File: config.mk
export PLATFORM = sky130hd
export DESIGN_NAME = link_connect_supervisor_core_flat
export DESIGN_NICKNAME = d
export VERILOG_FILES = /design/src/rtl/lcs_pkg.sv /design/src/rtl/lcs_if.sv /design/src/rtl/link_connect_supervisor_core.sv /design/src/rtl/lcs_cfg_regs.sv /design/src/rtl/lcs_fsm.sv /design/src/flat_wrapper.sv
export SDC_FILE = /design/constraint.sdc
export NUM_CORES = 1
export LEC_CHECK = 0
export BUFFER_PORTS_ARGS = -buffer_cell sky130_fd_sc_hd__buf_2
export CORE_MARGIN = 1.5
export CORE_UTILIZATION = 65
export CTS_CLUSTER_SIZE = 14
export DETAILED_ROUTE_END_ITERATION = 8
export PLACE_DENSITY_LB_ADDON = 0.25
export SLEW_MARGIN = 20
export SYNTH_ARGS = -nofsm -noshare
export SYNTH_HDL_FRONTEND = slang
export SYNTH_HIERARCHICAL = 1
export SYNTH_SLANG_ARGS = --single-unit
File: constraint.sdc
create_clock -name clk -period 11.6 [get_ports clk]
set_input_delay 1.74 -clock clk [delete_from_list [all_inputs] [get_ports clk]]
set_output_delay 1.74 -clock clk [all_outputs]
set_load 0.03 [all_outputs]
File: src/rtl/lcs_pkg.sv
// Shared types, constants and helpers for the link connect supervisor.
// No dependencies; compile first.
package lcs_pkg;

    // Sizing
    localparam int MAX_NETS   = 8;
    localparam int TIMER_BITS = 32;
    localparam int NET_IDX_W  = $clog2(MAX_NETS + 1);
    localparam int CFG_W      = 32;
    localparam int CMP_W      = (TIMER_BITS > CFG_W) ? TIMER_BITS : CFG_W;
    localparam int CNT_CMP_W  = (NET_IDX_W > 4) ? NET_IDX_W : 4;
    localparam int CFG_IDX_W  = 3;

    // Input kinds
    localparam logic KIND_TICK    = 1'b0;
    localparam logic KIND_RESTART = 1'b1;

    // Link status codes that the supervisor reacts to
    localparam logic [2:0] LINK_NO_SSID        = 3'd1;
    localparam logic [2:0] LINK_CONNECTED      = 3'd3;
    localparam logic [2:0] LINK_CONNECT_FAILED = 3'd4;

    // Register indexes
    localparam logic [CFG_IDX_W-1:0] CFG_STA_ENABLE     = 3'd0;
    localparam logic [CFG_IDX_W-1:0] CFG_NETWORK_COUNT  = 3'd1;
    localparam logic [CFG_IDX_W-1:0] CFG_CONNECT_TMO    = 3'd2;
    localparam logic [CFG_IDX_W-1:0] CFG_GRACE          = 3'd3;
    localparam logic [CFG_IDX_W-1:0] CFG_SETTLE_DELAY   = 3'd4;
    localparam logic [CFG_IDX_W-1:0] CFG_RECONNECT_DLY  = 3'd5;
    localparam logic [CFG_IDX_W-1:0] CFG_ERROR_RETRY    = 3'd6;

    // Reported state codes
    localparam logic [2:0] CODE_IDLE       = 3'd0;
    localparam logic [2:0] CODE_CONNECTING = 3'd1;
    localparam logic [2:0] CODE_SETTLING   = 3'd2;
    localparam logic [2:0] CODE_CONNECTED  = 3'd3;
    localparam logic [2:0] CODE_ERROR      = 3'd4;

    typedef enum logic [4:0] {
        ST_IDLE       = 5'b00001,
        ST_CONNECTING = 5'b00010,
        ST_SETTLING   = 5'b00100,
        ST_CONNECTED  = 5'b01000,
        ST_ERROR      = 5'b10000
    } state_t;

    typedef struct packed {
        logic             sta_enable;
        logic [3:0]       network_count;
        logic [CFG_W-1:0] connect_timeout_ms;
        logic [CFG_W-1:0] grace_ms;
        logic [CFG_W-1:0] settle_delay_ms;
        logic [CFG_W-1:0] reconnect_delay_ms;
        logic [CFG_W-1:0] error_retry_ms;
    } cfg_t;

    typedef struct packed {
        logic       kind;
        logic [2:0] link_status;
    } item_t;

    typedef struct packed {
        logic       start_attempt;
        logic [2:0] attempt_index;
        logic       disconnect_cmd;
        logic       connected_event;
        logic       lost_event;
        logic       error_event;
        logic [2:0] state_code;
    } result_t;

    function automatic logic [2:0] state_to_code(state_t s);
        logic [2:0] code;
        code = CODE_IDLE;
        unique case (s)
            ST_IDLE:       code = CODE_IDLE;
            ST_CONNECTING: code = CODE_CONNECTING;
            ST_SETTLING:   code = CODE_SETTLING;
            ST_CONNECTED:  code = CODE_CONNECTED;
            ST_ERROR:      code = CODE_ERROR;
            default:       code = CODE_IDLE;
        endcase
        return code;
    endfunction

endpackage

File: src/rtl/lcs_if.sv
// Valid/ready channel interfaces for the link connect supervisor.
// No dependencies.
interface lcs_in_if;
    logic       valid;
    logic       ready;
    logic       kind;
    logic [2:0] link_status;

    modport source (output valid, output kind, output link_status, input ready);
    modport sink   (input valid, input kind, input link_status, output ready);
endinterface

interface lcs_out_if;
    logic       valid;
    logic       ready;
    logic       start_attempt;
    logic [2:0] attempt_index;
    logic       disconnect_cmd;
    logic       connected_event;
    logic       lost_event;
    logic       error_event;
    logic [2:0] state_code;

    modport source (output valid, output start_attempt, output attempt_index,
                    output disconnect_cmd, output connected_event, output lost_event,
                    output error_event, output state_code, input ready);
    modport sink   (input valid, input start_attempt, input attempt_index,
                    input disconnect_cmd, input connected_event, input lost_event,
                    input error_event, input state_code, output ready);
endinterface

interface lcs_cfg_if;
    logic        valid;
    logic        ready;
    logic [2:0]  index;
    logic [31:0] data;

    modport source (output valid, output index, output data, input ready);
    modport sink   (input valid, input index, input data, output ready);
endinterface

File: src/rtl/link_connect_supervisor_core.sv
// Link connect supervisor top level: input register, state machine, result register.
// Depends on lcs_pkg, lcs_if, lcs_cfg_regs and lcs_fsm.
//
// Usage:
//   in_ch carries one beat per millisecond tick (kind 0, with link_status) or a
//   restart (kind 1). Every input beat yields exactly one result beat on out_ch:
//   start/disconnect commands, connected/lost/error events, the network index
//   and the state after the beat.
//   cfg_ch writes one register per beat (index 0..6); other indexes are dropped.
//   Write only while no input beat is still in flight.
// Data path and throughput:
//   A beat sits in the input register, is processed by the state machine
//   and lands in the result register, which drives out_ch.valid. One beat
//   per cycle is sustained while out_ch.ready stays high; the limit is the
//   single state update per cycle in lcs_fsm.
// Reset:
//   rst_n clears the valid flags of both pipeline registers, the state machine
//   (idle, index 0, timer 0, no loss) and loads the register defaults.
// Stall:
//   When out_ch.ready is low while a result is pending, the result holds, a
//   full input register holds, and in_ch.ready drops once it is full.
module link_connect_supervisor_core (
    input  logic      clk,
    input  logic      rst_n,
    lcs_in_if.sink    in_ch,
    lcs_out_if.source out_ch,
    lcs_cfg_if.sink   cfg_ch
);
    import lcs_pkg::*;

    cfg_t    cfg;
    item_t   item_reg;
    logic    item_vld_reg;
    result_t res;
    result_t res_reg;
    logic    res_vld_reg;
    logic    advance;
    logic    step;

    lcs_cfg_regs u_cfg (
        .clk    (clk),
        .rst_n  (rst_n),
        .cfg_ch (cfg_ch),
        .cfg    (cfg)
    );

    lcs_fsm u_fsm (
        .clk   (clk),
        .rst_n (rst_n),
        .step  (step),
        .item  (item_reg),
        .cfg   (cfg),
        .res   (res)
    );

    // Pipeline flow control
    assign advance     = !res_vld_reg || out_ch.ready;
    assign step        = item_vld_reg && advance;
    assign in_ch.ready = !item_vld_reg || advance;

    // Input register
    always_ff @(posedge clk or negedge rst_n)
    begin
        if (!rst_n)
            item_vld_reg <= 1'b0;
        else if (in_ch.ready)
            item_vld_reg <= in_ch.valid;
    end

    always_ff @(posedge clk)
    begin
        if (in_ch.ready && in_ch.valid)
        begin
            item_reg.kind        <= in_ch.kind;
            item_reg.link_status <= in_ch.link_status;
        end
    end

    // Result register
    always_ff @(posedge clk or negedge rst_n)
    begin
        if (!rst_n)
            res_vld_reg <= 1'b0;
        else if (advance)
            res_vld_reg <= item_vld_reg;
    end

    always_ff @(posedge clk)
    begin
        if (step)
            res_reg <= res;
    end

    // Drive the result beat
    assign out_ch.valid           = res_vld_reg;
    assign out_ch.start_attempt   = res_reg.start_attempt;
    assign out_ch.attempt_index   = res_reg.attempt_index;
    assign out_ch.disconnect_cmd  = res_reg.disconnect_cmd;
    assign out_ch.connected_event = res_reg.connected_event;
    assign out_ch.lost_event      = res_reg.lost_event;
    assign out_ch.error_event     = res_reg.error_event;
    assign out_ch.state_code      = res_reg.state_code;

endmodule

File: src/rtl/lcs_cfg_regs.sv
// Configuration register file of the link connect supervisor.
// Depends on lcs_pkg and lcs_cfg_if.
module lcs_cfg_regs (
    input  logic          clk,
    input  logic          rst_n,
    lcs_cfg_if.sink       cfg_ch,
    output lcs_pkg::cfg_t cfg
);
    import lcs_pkg::*;

    cfg_t cfg_reg;
    cfg_t cfg_next;

    // Always ready: a write is registered straight into cfg_reg
    assign cfg_ch.ready = 1'b1;
    assign cfg          = cfg_reg;

    // Decode the register index; unknown indexes are dropped
    always_comb
    begin
        cfg_next = cfg_reg;
        if (cfg_ch.valid)
        begin
            unique case (cfg_ch.index)
                CFG_STA_ENABLE:    cfg_next.sta_enable         = cfg_ch.data[0];
                CFG_NETWORK_COUNT: cfg_next.network_count      = cfg_ch.data[3:0];
                CFG_CONNECT_TMO:   cfg_next.connect_timeout_ms = cfg_ch.data;
                CFG_GRACE:         cfg_next.grace_ms           = cfg_ch.data;
                CFG_SETTLE_DELAY:  cfg_next.settle_delay_ms    = cfg_ch.data;
                CFG_RECONNECT_DLY: cfg_next.reconnect_delay_ms = cfg_ch.data;
                CFG_ERROR_RETRY:   cfg_next.error_retry_ms     = cfg_ch.data;
                default:           cfg_next = cfg_reg;
            endcase
        end
    end

    always_ff @(posedge clk or negedge rst_n)
    begin
        if (!rst_n)
        begin
            cfg_reg.sta_enable         <= 1'b0;
            cfg_reg.network_count      <= 4'd0;
            cfg_reg.connect_timeout_ms <= 32'd10000;
            cfg_reg.grace_ms           <= 32'd1000;
            cfg_reg.settle_delay_ms    <= 32'd100;
            cfg_reg.reconnect_delay_ms <= 32'd5000;
            cfg_reg.error_retry_ms     <= 32'd30000;
        end
        else
        begin
            cfg_reg <= cfg_next;
        end
    end

endmodule

File: src/rtl/lcs_fsm.sv
// Supervisor state machine: state, network index, phase timer, lost flag.
// Depends on lcs_pkg.
module lcs_fsm (
    input  logic            clk,
    input  logic            rst_n,
    input  logic            step,
    input  lcs_pkg::item_t  item,
    input  lcs_pkg::cfg_t   cfg,
    output lcs_pkg::result_t res
);
    import lcs_pkg::*;

    state_t                state_reg,   state_next;
    logic [NET_IDX_W-1:0]  net_idx_reg, net_idx_next;
    logic [TIMER_BITS-1:0] elapsed_reg, elapsed_next;
    logic                  lost_reg,    lost_next;

    logic [NET_IDX_W-1:0]  count;
    logic [NET_IDX_W-1:0]  idx_inc;
    logic [TIMER_BITS-1:0] elapsed_inc;
    logic [CMP_W-1:0]      t_ext;
    logic                  active;
    logic                  is_fail;

    // Effective list length, clamped to the table size
    always_comb
    begin
        if (CNT_CMP_W'(cfg.network_count) < CNT_CMP_W'(MAX_NETS))
            count = NET_IDX_W'(cfg.network_count);
        else
            count = NET_IDX_W'(MAX_NETS);
    end

    // Saturating phase timer
    assign elapsed_inc = (elapsed_reg == {TIMER_BITS{1'b1}}) ? elapsed_reg
                                                             : elapsed_reg + 1'b1;
    assign t_ext   = CMP_W'(elapsed_inc);
    assign idx_inc = net_idx_reg + 1'b1;
    assign active  = cfg.sta_enable && (count != '0);
    assign is_fail = (item.link_status == LINK_CONNECT_FAILED)
                  || (item.link_status == LINK_NO_SSID);

    // Next state and events for one beat
    always_comb
    begin
        state_next   = state_reg;
        net_idx_next = net_idx_reg;
        elapsed_next = elapsed_reg;
        lost_next    = lost_reg;
        res          = '0;

        if (item.kind == KIND_RESTART)
        begin
            state_next   = ST_IDLE;
            net_idx_next = '0;
            elapsed_next = '0;
            lost_next    = 1'b0;
        end
        else if (active)
        begin
            unique case (state_reg)
                ST_IDLE:
                begin
                    net_idx_next = '0;
                    elapsed_next = '0;
                    state_next   = ST_CONNECTING;
                    res.start_attempt = 1'b1;
                end
                ST_SETTLING:
                begin
                    elapsed_next = elapsed_inc;
                    if (t_ext >= CMP_W'(cfg.settle_delay_ms))
                    begin
                        net_idx_next = idx_inc;
                        elapsed_next = '0;
                        if (idx_inc >= count)
                        begin
                            state_next      = ST_ERROR;
                            res.error_event = 1'b1;
                        end
                        else
                        begin
                            state_next        = ST_CONNECTING;
                            res.start_attempt = 1'b1;
                        end
                    end
                end
                ST_CONNECTING:
                begin
                    elapsed_next = elapsed_inc;
                    if (item.link_status == LINK_CONNECTED)
                    begin
                        state_next          = ST_CONNECTED;
                        lost_next           = 1'b0;
                        res.connected_event = 1'b1;
                    end
                    else if ((t_ext > CMP_W'(cfg.grace_ms) && is_fail)
                          || t_ext > CMP_W'(cfg.connect_timeout_ms))
                    begin
                        res.disconnect_cmd = 1'b1;
                        state_next         = ST_SETTLING;
                        elapsed_next       = '0;
                    end
                end
                ST_CONNECTED:
                begin
                    if (lost_reg)
                        elapsed_next = elapsed_inc;
                    if (item.link_status != LINK_CONNECTED)
                    begin
                        if (!lost_reg)
                        begin
                            lost_next      = 1'b1;
                            elapsed_next   = '0;
                            res.lost_event = 1'b1;
                        end
                        else if (t_ext > CMP_W'(cfg.reconnect_delay_ms))
                        begin
                            lost_next  = 1'b0;
                            state_next = ST_IDLE;
                        end
                    end
                end
                ST_ERROR:
                begin
                    elapsed_next = elapsed_inc;
                    if (t_ext > CMP_W'(cfg.error_retry_ms))
                        state_next = ST_IDLE;
                end
                default:
                begin
                    state_next = ST_IDLE;
                end
            endcase
        end

        res.attempt_index = net_idx_next[2:0];
        res.state_code    = state_to_code(state_next);
    end

    // Commit on each processed beat
    always_ff @(posedge clk or negedge rst_n)
    begin
        if (!rst_n)
        begin
            state_reg   <= ST_IDLE;
            net_idx_reg <= '0;
            elapsed_reg <= '0;
            lost_reg    <= 1'b0;
        end
        else if (step)
        begin
            state_reg   <= state_next;
            net_idx_reg <= net_idx_next;
            elapsed_reg <= elapsed_next;
            lost_reg    <= lost_next;
        end
    end

    // An attempt start opens a fresh connecting phase
    a_start_clears: assert property (@(posedge clk) disable iff (!rst_n)
        step && res.start_attempt |=> state_reg == ST_CONNECTING && elapsed_reg == '0)
        else $error("attempt start did not open a fresh connecting phase");

    // At most one event per beat
    a_one_event: assert property (@(posedge clk) disable iff (!rst_n)
        step |-> $countones({res.start_attempt, res.disconnect_cmd, res.connected_event,
                             res.lost_event, res.error_event}) <= 1)
        else $error("more than one event in a beat");

    // State holds between beats
    a_hold: assert property (@(posedge clk) disable iff (!rst_n)
        !step |=> $stable(state_reg) && $stable(elapsed_reg) && $stable(net_idx_reg))
        else $error("state moved without a beat");

    // Settling always follows an attempt on a network inside the table
    a_settle_idx: assert property (@(posedge clk) disable iff (!rst_n)
        state_reg == ST_SETTLING |-> net_idx_reg < NET_IDX_W'(MAX_NETS))
        else $error("settling with an index past the list");

    // The loss flag is only meaningful while connected
    a_lost_scope: assert property (@(posedge clk) disable iff (!rst_n)
        lost_reg |-> state_reg == ST_CONNECTED)
        else $error("loss flag set outside the connected state");

endmodule

File: src/flat_wrapper.sv
// flat-port wrapper written by rule: the top's interface ports become plain ports
module link_connect_supervisor_core_flat import lcs_pkg::*;
  (clk, rst_n, in_ch_valid, in_ch_kind, in_ch_link_status, in_ch_ready, out_ch_valid, out_ch_start_attempt, out_ch_attempt_index, out_ch_disconnect_cmd, out_ch_connected_event, out_ch_lost_event, out_ch_error_event, out_ch_state_code, out_ch_ready, cfg_ch_valid, cfg_ch_index, cfg_ch_data, cfg_ch_ready);
  lcs_in_if in_ch_i ();
  lcs_out_if out_ch_i ();
  lcs_cfg_if cfg_ch_i ();
  input  logic clk;
  input  logic rst_n;
  input wire logic [$bits(in_ch_i.valid)-1:0] in_ch_valid;
  input wire logic [$bits(in_ch_i.kind)-1:0] in_ch_kind;
  input wire logic [$bits(in_ch_i.link_status)-1:0] in_ch_link_status;
  output wire logic [$bits(in_ch_i.ready)-1:0] in_ch_ready;
  output wire logic [$bits(out_ch_i.valid)-1:0] out_ch_valid;
  output wire logic [$bits(out_ch_i.start_attempt)-1:0] out_ch_start_attempt;
  output wire logic [$bits(out_ch_i.attempt_index)-1:0] out_ch_attempt_index;
  output wire logic [$bits(out_ch_i.disconnect_cmd)-1:0] out_ch_disconnect_cmd;
  output wire logic [$bits(out_ch_i.connected_event)-1:0] out_ch_connected_event;
  output wire logic [$bits(out_ch_i.lost_event)-1:0] out_ch_lost_event;
  output wire logic [$bits(out_ch_i.error_event)-1:0] out_ch_error_event;
  output wire logic [$bits(out_ch_i.state_code)-1:0] out_ch_state_code;
  input wire logic [$bits(out_ch_i.ready)-1:0] out_ch_ready;
  input wire logic [$bits(cfg_ch_i.valid)-1:0] cfg_ch_valid;
  input wire logic [$bits(cfg_ch_i.index)-1:0] cfg_ch_index;
  input wire logic [$bits(cfg_ch_i.data)-1:0] cfg_ch_data;
  output wire logic [$bits(cfg_ch_i.ready)-1:0] cfg_ch_ready;
  assign in_ch_i.valid = in_ch_valid;
  assign in_ch_i.kind = in_ch_kind;
  assign in_ch_i.link_status = in_ch_link_status;
  assign in_ch_ready = in_ch_i.ready;
  assign out_ch_valid = out_ch_i.valid;
  assign out_ch_start_attempt = out_ch_i.start_attempt;
  assign out_ch_attempt_index = out_ch_i.attempt_index;
  assign out_ch_disconnect_cmd = out_ch_i.disconnect_cmd;
  assign out_ch_connected_event = out_ch_i.connected_event;
  assign out_ch_lost_event = out_ch_i.lost_event;
  assign out_ch_error_event = out_ch_i.error_event;
  assign out_ch_state_code = out_ch_i.state_code;
  assign out_ch_i.ready = out_ch_ready;
  assign cfg_ch_i.valid = cfg_ch_valid;
  assign cfg_ch_i.index = cfg_ch_index;
  assign cfg_ch_i.data = cfg_ch_data;
  assign cfg_ch_ready = cfg_ch_i.ready;
  link_connect_supervisor_core u_core (.clk(clk), .rst_n(rst_n), .in_ch(in_ch_i), .out_ch(out_ch_i), .cfg_ch(cfg_ch_i));
endmodule
==> impl_metrics.csv <==
group,metric,value,unit
critical_path,worstPathRequired,12030,ps
critical_path,crit_path_start_kind,"register",
cts,numCtsBuffers,26,
timing,hold_ws,500,ps
place,gp_congestion,0.915,
yosys,synth_top_area_share,31.7,%
cts,clk_latency,540,ps
timing,max_freq,0.164,GHz
yosys,syn_nets,1563,
pwr,total_power,0.00233,W
critical_path,endpoint_kind,"register",
drt,drcViolationCount,0,
final_layout,register_area,5710,sq um
grt,grt_remaining_overflow,0,
critical_path,worst_ep_arrival_time,6530,ps
yosys,synth.area.top_cells,"dfrtp_1, ha_1, mux2_2, mux2_4, dfstp_2",
critical_path,critical_path.top_delay_family,"simple AND/OR/NAND/NOR gates",
worst_hold_path,hp-start,"u_core/u_fsm/elapsed_reg[31]$_DFFE_PN0P_",
timing,final_min_period_over_clock_period,52.6,%
critical_path,path_class,"register to register",
critical_path,crit_start,"u_core/u_fsm/elapsed_reg[8]$_DFFE_PN0P_",
critical_path,slowest_delay,670,ps
final_layout,antenna_cells,0,
flow_run,drv_cap,0,
timing,drv_slew,0,
final_layout,nets,1614,
cts,clk_pin_slew,60,ps
timing,rsz0062_at_grt,"no",
timing,setup_violations,0,
timing,fin_skew,14.6,ps
drt,dr.pass1.iters,5,
floorplanning,initial_utilization,66.0,%
final_layout,largest_reg_flops,165,
timing,tightestPinTransition,1060,ps
cts,htree_levels,1,
yosys,synth-warning-count,6,
floorplanning,core_area,21800,sq um
pwr,peakVddDrop,0.124,mV
final_layout,final_core_util,72.0,%
pwr,p_sw,0.000677,W
drt,drt-wirelength-per-cell,20.0,microns
drt,via_count,10489,
final_layout,design_area,15700,sq um
critical_path,cp_cell_sequence,"and4_1, nand4_1, or4_1, o211ai_2, nor2_2, nand3_1, nor2_1, xnor2_1, ha_1, nand4_1, nor4_1, nand3_1, and3_1, a311oi_1, a21oi_1, o211ai_2, buf_4, nand2_1, o311ai_1",
pwr,pwr-share-comb,21.9,%
status,outcome,"completed",
pwr,pwr-share-seq,43.8,%
final_layout,layout-drive-gt1-share,22.5,%
grt,grt_pass1_wl,54400,microns
critical_path,r2r_start,"u_core/u_fsm/elapsed_reg[8]$_DFFE_PN0P_",
worst_hold_path,hold_depth,1,
yosys,ys_top_cells_by_count,"dfrtp_1, ha_1, inv_1, mux2_2, nand2_1",
yosys,synth_most_common_cell,"dfrtp_1",
cts,cts_resized,0,
drt,drt-initial-drc-count,640,
yosys,synth_seq_area_share,39.8,%
pwr,clock_power_share,34.2,%
final_layout,synthToLayoutAreaGrowth,9.13,%
final_layout,fill_cells,1557,
yosys,ys_ff_latch,224,
pwr,power.density,149,nW/um^2
critical_path,reg2reg_depth,19,
grt,grt_pass1_vias,10596,
yosys,syn_area,14400,sq um
drt,viasPerCell,6.16,
grt,track_usage,30.4,%
yosys,syn_inst,1353,
cts,post_cts_buffers,0,
yosys,syn_avg_cell_area,10.6,sq um
pwr,netSwitchingFraction,29.0,%
cts,cts.root.buffer_cell,"clkbuf_16",
drt,finalWirelength,34000,microns
place,place_area,14800,sq um
timing,slew_headroom,29.0,%
final_layout,multi_input_area,7770,sq um
yosys,yosysUniqueCellTypes,86,
cts,clk_path_buf_depth,3,
drt,ant_nets,0,
grt,grt_start_max_net_pins,80,
floorplanning,die_h,152,microns
cts,ctsHoldBuffers,0,
place,numPortBuffers,56,
yosys,yosysTopAreaCell,"dfrtp_1",
cts,cts_tree,"yes",
worst_hold_path,hold_class,"register to register",
yosys,ys_dominant_reg_cell,"dfrtp_1",
floorplanning,rows,54,
critical_path,worstPathMaxFanout,30,
grt,grt_antenna_before_repair,0,
place,dp_hpwl,24200,microns
yosys,synth_edf_count,15,
critical_path,crit_cells,19,
floorplanning,ios,58,
yosys,async_reset_ff_share,93.3,%
cts,clock-sinks,224,
pwr,p_int,0.00166,W
timing,finalSetupTns,0,ps
timing,fin_crit,6100,ps
timing,hold_viol,0,
floorplanning,die-area,23000,sq um
critical_path,critPathBufInv,1,
floorplanning,die_w,152,microns
pwr,power_leakage,7.70,nW
critical_path,slowest_stage,"nor4_1",
## routing by layer
layer / GRT usage [%] / vias up / wire length (microns)
met4: 11.2 / 0 / 1190
li1: - / 4963 / -
met5: 0 / - / 0
met1: 40.2 / 5156 / 14900
met2: 51.2 / 290 / 16100
met3: 3.68 / 80 / 1790
## power by group through the flow
| stage | Clock [W] | Sequential, W | Combinational [W] |
|---|---|---|---|
| 2_1_floorplan | 0 | 0.00101 | 0.000372 |
| 3_3_place_gp | 0 | 0.00103 | 0.000485 |
| 3_5_place_dp | 0 | 0.00103 | 0.000503 |
| 4_1_cts | 0.000811 | 0.00102 | 0.000510 |
| 5_1_grt | 0.000843 | 0.00104 | 0.000570 |
| 6_report | 0.000799 | 0.00102 | 0.000512 |
## kinds of logic after synthesis
logic type,count (synthesis),share of synthesized area (%)
AO/OA/AOI/OAI,230,10.9
XOR/XNOR,35,2.14
adder cells (fa/ha/maj),166,14.5
buffers and inverters,210,6.16
flip-flops,224,39.8
multiplexers,169,14.8
other,1,0.0261
AND/OR/NAND/NOR,318,11.7
## worst register-to-register path: stages (launching register included)
cell,delay [ps]
dfrtp_1,460
and4_1,290
nand4_1,210
or4_1,620
o211ai_2,320
nor2_2,150
nand3_1,150
nor2_1,70
xnor2_1,490
ha_1,250
nand4_1,250
nor4_1,670
nand3_1,210
and3_1,250
a311oi_1,320
a21oi_1,170
o211ai_2,170
buf_4,340
nand2_1,280
o311ai_1,320
## cell type report
class / instances / share of cell area [%]
multi-input cells: 919 / 49.6
flip-flops and latches: 224 / 36.5
clock buffers: 37 / 4.62
inverters: 166 / 3.98
repair buffers: 67 / 2.50
well taps: 280 / 2.24
clock inverters: 10 / 0.631
## worst paths after layout
path | to | slack, ps
setup reg to reg | u_core/u_fsm/elapsed_reg[14]$_DFFE_PN0P_ | 5500
hold / removal | u_core/u_fsm/elapsed_reg[31]$_DFFE_PN0P_ | 500
max in group asynchronous | u_core/u_cfg/cfg[106]$_DFFE_PN0P_ | 9130
min in group asynchronous | u_core/u_cfg/cfg[22]$_DFFE_PN0P_ | 1190
hold reg to reg | u_core/u_fsm/elapsed_reg[31]$_DFFE_PN0P_ | 500
setup / recovery | u_core/u_fsm/elapsed_reg[14]$_DFFE_PN0P_ | 5500
## per-stage QoR
stage / instances / worst slack [ps]
after floorplan: 1353 / 6740
after global placement: 1655 / 5890
after detailed placement: 1655 / 5740
after CTS: 1702 / 5710
after global routing: 1703 / 5230
final: 1703 / 5500
## layout by cell type (no fill, tap or decap), types with 7 or more instances in the layout
master / instances
a21o_1: 13
a21oi_1: 74
a22oi_1: 8
a31oi_1: 7
a32o_1: 16
and3_1: 17
buf_2: 55
buf_4: 10
clkbuf_1: 9
clkbuf_16: 27
clkinv_2: 7
dfrtp_1: 182
dfstp_2: 27
edfxtp_1: 15
ha_1: 166
inv_1: 165
mux2_2: 105
mux2_4: 60
nand2_1: 84
nand2b_1: 9
nand3_1: 42
nand4_1: 35
nor2_1: 48
nor2b_1: 12
nor3_1: 18
o211ai_1: 10
o21ai_0: 26
o21ai_1: 15
xnor2_1: 19
xor2_1: 16
No activity file was read; power rests on OpenSTA's default activity.
